## src/rtl/core/mtg_pkg.sv

```systemverilog
// Shared types, constants and helper functions for the MT19937 generator core.
`timescale 1ns / 1ps
`default_nettype none

package mtg_pkg;

    localparam int unsigned STATE_WORDS   = 624;
    localparam int unsigned MIDDLE_OFFSET = 397;
    localparam int unsigned IDX_W         = 10;
    localparam int unsigned WORD_W        = 32;

    localparam logic [IDX_W-1:0]  LAST_IDX     = IDX_W'(STATE_WORDS - 1);
    localparam logic [IDX_W-1:0]  FULL_IDX     = IDX_W'(STATE_WORDS);
    localparam logic [IDX_W-1:0]  UNSEEDED_IDX = IDX_W'(STATE_WORDS + 1);
    localparam logic [IDX_W:0]    WRAP_WORDS   = (IDX_W + 1)'(STATE_WORDS);
    localparam logic [IDX_W:0]    MID_STEP     = (IDX_W + 1)'(MIDDLE_OFFSET);

    localparam logic [WORD_W-1:0] TWIST_MATRIX = 32'h9908_b0df;
    localparam logic [WORD_W-1:0] TEMPER_B     = 32'h9d2c_5680;
    localparam logic [WORD_W-1:0] TEMPER_C     = 32'hefc6_0000;
    localparam logic [16:0]       LCG_MULT     = 17'd69069;
    localparam logic [WORD_W-1:0] DEFAULT_SEED = 32'd4357;

    typedef enum logic [2:0] {
        ST_IDLE,
        ST_FILL,
        ST_PRIME,
        ST_TWIST,
        ST_DRAW,
        ST_OUT
    } mtg_state_t;

    typedef enum logic [2:0] {
        CMD_NONE,
        CMD_SEED,
        CMD_FILL,
        CMD_PRIME,
        CMD_TWIST,
        CMD_DRAW,
        CMD_OUT
    } mtg_op_t;

    typedef struct packed {
        mtg_op_t          op;
        logic [IDX_W-1:0] addr;
    } mtg_cmd_t;

    typedef struct packed {
        logic out_free;
    } mtg_status_t;

    function automatic logic [WORD_W-1:0] mtg_temper(input logic [WORD_W-1:0] w);
        logic [WORD_W-1:0] y;
        y = w;
        y = y ^ (y >> 11);
        y = y ^ ((y << 7) & TEMPER_B);
        y = y ^ ((y << 15) & TEMPER_C);
        y = y ^ (y >> 18);
        return y;
    endfunction

    function automatic logic [WORD_W-1:0] mtg_twist(input logic [WORD_W-1:0] cur,
                                                    input logic [WORD_W-1:0] nxt,
                                                    input logic [WORD_W-1:0] mid);
        logic [WORD_W-1:0] y;
        logic [WORD_W-1:0] v;
        y = {cur[WORD_W-1], nxt[WORD_W-2:0]};
        v = mid ^ (y >> 1);
        if (y[0]) begin
            v = v ^ TWIST_MATRIX;
        end
        return v;
    endfunction

endpackage

`default_nettype wire

```

## src/rtl/core/mtg_ctrl.sv

```systemverilog
// Sequencer for seeding, twisting and drawing requests of the MT19937 core.
`timescale 1ns / 1ps
`default_nettype none

module mtg_ctrl (
    input  wire logic                aclk,
    input  wire logic                aresetn,
    input  wire logic                s_tvalid,
    output logic                     s_tready,
    input  wire logic                restart,
    input  wire mtg_pkg::mtg_status_t status,
    output mtg_pkg::mtg_cmd_t        cmd
);
    import mtg_pkg::*;

    mtg_state_t       state_reg, state_next;
    logic [IDX_W-1:0] cnt_reg, cnt_next;
    logic [IDX_W-1:0] idx_reg, idx_next;

    always_ff @(posedge aclk) begin
        if (!aresetn) begin
            state_reg <= ST_IDLE;
            cnt_reg   <= '0;
            idx_reg   <= UNSEEDED_IDX;
        end else begin
            state_reg <= state_next;
            cnt_reg   <= cnt_next;
            idx_reg   <= idx_next;
        end
    end

    always_comb begin
        state_next = state_reg;
        cnt_next   = cnt_reg;
        idx_next   = idx_reg;
        s_tready   = 1'b0;
        cmd.op     = CMD_NONE;
        cmd.addr   = cnt_reg;
        unique case (state_reg)
            ST_IDLE: begin
                s_tready = 1'b1;
                if (s_tvalid) begin
                    if (restart || idx_reg > FULL_IDX) begin
                        cmd.op     = CMD_SEED;
                        cnt_next   = '0;
                        state_next = ST_FILL;
                    end else if (idx_reg == FULL_IDX) begin
                        state_next = ST_PRIME;
                    end else begin
                        state_next = ST_DRAW;
                    end
                end
            end
            ST_FILL: begin
                cmd.op   = CMD_FILL;
                cnt_next = cnt_reg + 1'b1;
                if (cnt_reg == LAST_IDX) begin
                    idx_next   = FULL_IDX;
                    state_next = ST_PRIME;
                end
            end
            ST_PRIME: begin
                cmd.op     = CMD_PRIME;
                cnt_next   = '0;
                state_next = ST_TWIST;
            end
            ST_TWIST: begin
                cmd.op   = CMD_TWIST;
                cnt_next = cnt_reg + 1'b1;
                if (cnt_reg == LAST_IDX) begin
                    idx_next   = '0;
                    state_next = ST_DRAW;
                end
            end
            ST_DRAW: begin
                cmd.addr = idx_reg;
                if (status.out_free) begin
                    cmd.op     = CMD_DRAW;
                    state_next = ST_OUT;
                end
            end
            ST_OUT: begin
                cmd.op     = CMD_OUT;
                idx_next   = idx_reg + 1'b1;
                state_next = ST_IDLE;
            end
            default: begin
                state_next = ST_IDLE;
            end
        endcase
    end

endmodule

`default_nettype wire

```

## config.mk

```make
export PLATFORM = sky130hd
export DESIGN_NAME = mtg_ctrl
export DESIGN_NICKNAME = d
export VERILOG_FILES = /design/src/rtl/core/mtg_pkg.sv /design/src/rtl/core/mtg_ctrl.sv
export SDC_FILE = /design/constraint.sdc
export NUM_CORES = 1
export LEC_CHECK = 0
export ABC_CLOCK_PERIOD_IN_PS = 1820
export BUFFER_PORTS_ARGS = -buffer_cell sky130_fd_sc_hd__buf_2
export CAP_MARGIN = 20
export CORE_MARGIN = 1.5
export CORE_UTILIZATION = 52
export DETAILED_ROUTE_END_ITERATION = 10
export PLACE_DENSITY = 0.76
export SLEW_MARGIN = 20
export SYNTH_ARGS = -nofsm -noshare
export SYNTH_HDL_FRONTEND = slang
export SYNTH_SLANG_ARGS = --single-unit
export TNS_END_PERCENT = 100
```

## constraint.sdc

```tcl
create_clock -name aclk -period 1.82 [get_ports aclk]
set_input_delay 0.182 -clock aclk [delete_from_list [all_inputs] [get_ports aclk]]
set_output_delay 0.182 -clock aclk [all_outputs]
set_load 0.02 [all_outputs]
```

=== Word-level counts from Yosys, hierarchy flattened ===
Cells that the tools add are included.

* Register bits after elaboration: 23
* Latch bits: 0
* Memory bits (writable): 0
* Bits in read-only memories: 0
* Output and inout port bits: 14
* Memories kept: 0

* Add/subtract/negate cells: 2
* Multiply operators: 0
* Div/mod/pow operators: 0
* Order comparisons: 1
* Eq/ne operators: 12
* Shifts and indexed selects: 0
* Muxes and demuxes: 19
* Bitwise logic cells: 0
* Reduce and logical (&&, ||, !) cells: 8

{| class="wikitable"
|+ Operators by type and width
! kind !! number
|-
| one-hot mux 10 bit (3 select lines) || 2
|-
| two-way mux 10 bit || 5
|-
| two-way mux 3 bit || 7
|-
| adder 10 x 1 -> 10 bit, second input constant || 2
|-
| == test 10 bit, second input constant || 2
|-
| one-hot mux 3 bit (6 select lines) || 1
|-
| one-hot mux 3 bit (5 select lines) || 1
|-
| > comparator 10 bit, second input constant || 1
|-
| inequality test 2 bit, second input constant || 5
|-
| == test 3 x 2 -> 1 bit, second input constant || 2
|-
| == test 3 bit, second input constant || 2
|-
| AND reduction 3 bit || 2
|-
| nonzero test 3 bit || 2
|-
| AND reduction 4 bit || 1
|-
| == test 3 x 1 -> 1 bit, second input constant || 1
|-
| logical NOT 3 bit || 1
|-
| two-way mux 1 bit || 3
|-
| OR reduction 2 bit || 1
|-
| logical OR 1 bit || 1
|}

=== Depth between registers and ports, before layout ===
* Depth in word-level cells: 5
* Gate-level depth with buffers: 7
* Depth with buffers taken out: 6

=== Worst setup path before layout ===
OpenSTA, ideal clock, no wires.

* Path type: reg-to-reg
* Start point: reg cnt_reg[4]
* End point: reg idx_reg[3]
* Library setup time: 0.059 ns
* Arrival time: 1.955 ns
* Required time: 1.761 ns
* Path slack: -0.194 ns
* Stages on the path, launching flop included: 6
* Buffers on the path: 1
* Clock period less this slack: 2.014 ns
* Path through: dfxtp_1 or4b_4 or4_4 buf_6 a2111o_1 nand2_1

* Cells in the longest elaborated chain, start to end: 3

{| class="wikitable"
|+ RTL lines
! what !! line !! source
|-
| start, declared || mtg_ctrl.sv:17 || <nowiki>logic [IDX_W-1:0] cnt_reg, cnt_next;</nowiki>
|-
| start signal, assigned || mtg_ctrl.sv:27 || <nowiki>cnt_reg <= cnt_next;</nowiki>
|-
| == test 10 bit (*) || mtg_ctrl.sv:57, mtg_ctrl.sv:70 ||
|-
| inequality test 2 bit (no line) || - ||
|-
| AND reduction 3 bit (no line) (*) || - ||
|-
| end signal, assigned || mtg_ctrl.sv:28 || <nowiki>idx_reg <= idx_next;</nowiki>
|-
| end, declared || mtg_ctrl.sv:18 || <nowiki>logic [IDX_W-1:0] idx_reg, idx_next;</nowiki>
|}

Mark *: on every way between the ends. The rest lies on a longest branch, timed or not.
A chain may end at the register's enable or synchronous reset.

==> run metrics <==
max frequency=between 500 and 600 MHz; synthesized cell area=around 1500 µm²; CTS tree=done; crit path DAT=about 1.7 ns; die height=57.3 µm; crit path launch type=flop; Seq/Total Area, Yosys=0.300; Die W=~57 µm; violated checks=setup timing; Core Area=between 2000 and 3000 µm²; RSZ-0062 raised after global routing=yes; Pre-Repair DR Iteration Count=5; Worst Max-Slew Pin Slew=0.447 ns; Final Slew Violations=0; htree depth=1; register bit count reported by yosys=23; Compound-Gate Fraction of Synth Area=0.258; multiplexer share of the synthesized area=0.0726; CP Capture Type=primary output; drt wl/cell=18.0 µm; Synth area leaders=dfxtp_1, mux2_2, o21ai_0; GRT overflow=0; Post-DP Area=1810 µm²; PD cells=about 480 nW/µm²; HP Class=input pin to flop; Setup crit start=idx_reg[0]$_SDFFE_PN1P_; Post-synth EDFFs=0; adder-cell share of the synthesized area=0.0245; post-synth top area cell=dfxtp_1; Cell Rows=19; Crit Path Category=flop to primary output; Synth top area share=0.300; post-synthesis simple-gate area fraction=0.271; Mapped Nets=around 200; CTS Sinks=23; share of cells above drive strength 1=0.412; Initial Util=0.552; area grow syn2layout=38.0%; Clock Tree Buf Depth=2; Crit path buffers/inverters=2; Top FF cell, synth=dfxtp_1; largest family of logic cells by synthesized area=simple AND/OR/NAND/NOR gates; Slowest-stage cell, CP=dfxtp_2; Worst Path Max Fanout=2; ys async rst share=0; largest net degree at the start of global routing=14; die area=around 3300 µm²; slowest cell delay on critical path=roughly 0.37 ns; vias per cell=approximately 6.4; Final Setup Violations=3; number of I/O port buffers=18; CTS root buf=clkbuf_4; Peak VDD IR=just over 0.0005 V; crit-path cells=inv_2, ha_4, nor4bb_4, o21ai_2, nand2b_1, a221oi_2, buf_4; DRT iter0 DRCs=around 120; final setup margin=-0.0632 ns; yosys warns=0; Post-synth top cells=dfxtp_1, nand2_1, o21ai_0; status=finished, violations left; Leak=a little under 0.9 nW; CTS Buf Count=3; reg2reg start=cnt_reg[8]$_SDFFE_PN0P_; final instance area=2120 µm²; Fin. Hold Viols=0; CP top delay family=compound AO/OA/AOI/OAI gates; Clock Pin Slew Worst Setup and Hold Paths=about 0.13 ns; DRT Wirelength=between 4000 and 5000 µm; dpl cells=254; # diodes=0; Final Net Count=around 250; post-place setup slack=-0.0760 ns; Synth Area in XOR/XNOR=0.0171; flop-to-flop setup slack=-0.05 ns; Tot GR Track Use=0.296; RePlAce Congestion=0.910; MaxCap Viol Count=0; Synth Area per Inst=just over 8 µm²; drt drc=0; synth unique cells=roughly 50; Setup Skew=0.00954 ns; Clock Latency Late Sink=roughly 0.33 ns; Final ANT Viol Nets=0; most frequent cell after synthesis=dfxtp_1; via count=between 1500 and 2000; Syn Inst Count=roughly 190; placed wire-length estimate=around 3200 µm; fin cells=around 270; clock period minus worst slack=approximately 1.9 ns; max_slew headroom=0.700; hold path startpoint=aresetn; # hold bufs at CTS=0; Period Utilization, post-route=1.03; initial antenna violation count=0; vias in the first global route=~1600; first-pass GRT wire length=~7600 µm; CP Data Required Time=around 1.6 ns; Ports=19
-- layout by cell type, fill, tap and decap left out, drive strengths merged, types with 4 or more instances in the layout --
cell	Yosys	layout
o21ai	17	17
a21oi	12	12
nand2b	5	5
a31oi	5	5
o2111ai	4	4
inv	5	5
nand4	4	4
nor2	5	5
buf	3	57
dfxtp	23	23
and2	4	4
clkbuf	8	4
mux2	9	9
o211ai	4	4
nand3	12	12
nor3	6	6
nand2	18	18
-- metrics by stage --
stage / util / hold WS (ns) / power (mW) / setup TNS, ns
3_3_place_gp: 0.650 / 0.459 / 0.721 / -0.0645
3_5_place_dp: 0.650 / 0.463 / 0.726 / -0.171
2_1_floorplan: - / 0.371 / 0.668 / -0.222
4_1_cts: 0.686 / 0.127 / 0.973 / -0.0497
6_report: 0.761 / 0.121 / 1.01 / -0.156
5_1_grt: 0.761 / 0.117 / 1.06 / -0.438
-- area by class of cell --
class	count	area, µm²
multi-input cells	149	1100
fillers	191	664
flip-flops and latches	23	474
repair buffers	57	459
well taps	31	38.8
clock buffers	4	26.3
inverters	5	18.8
-- cells by family after synthesis --
| group | after synthesis |
|---|---|
| xor+xnor | 3 |
| compound gates | 60 |
| flops | 23 |
| simple gates | 73 |
| mux | 10 |
| buf+inv | 17 |
| fa+ha+maj | 3 |
-- report_power, final --
group / internal, mW / switching (mW)
clock network: 0.0861 / 0.162
registers: 0.513 / 0.0113
logic: 0.102 / 0.140
-- layer usage --
layer,track usage,part of all wire,vias to the layer above
li1,-,-,825
met1,0.387,0.40,805
met2,0.478,0.50,90
met3,0.0340,0.076,15
met4,0.156,0.023,0
met5,0,0,-
-- what timing repair did --
item / 4_1_cts / 5_1_grt
buffers inserted: 3 / 8
gates cloned: 1 / 0
gates resized for setup: 18 / 46
setup endpoints to repair: 15 / 20
pin swaps: 2 / 7
-- worst reg2reg max path: stages, from the launching register on --
cell	delay, ns
dfxtp_2	0.34
or4b_4	0.54
or4_4	0.50
a2111o_1	0.39
nand2_1	0.07
-- path summary, 6_finish.rpt --
check / to / depth (start not counted)
worst min register to register: cnt_reg[0]$_SDFFE_PN0P_ / 1
worst max-delay path: cmd[10] / 7
worst min-delay path: idx_reg[0]$_SDFFE_PN1P_ / 2
worst max register to register: idx_reg[8]$_SDFFE_PN0P_ / 4
Note: power is estimated with default switching activity, not from simulation.
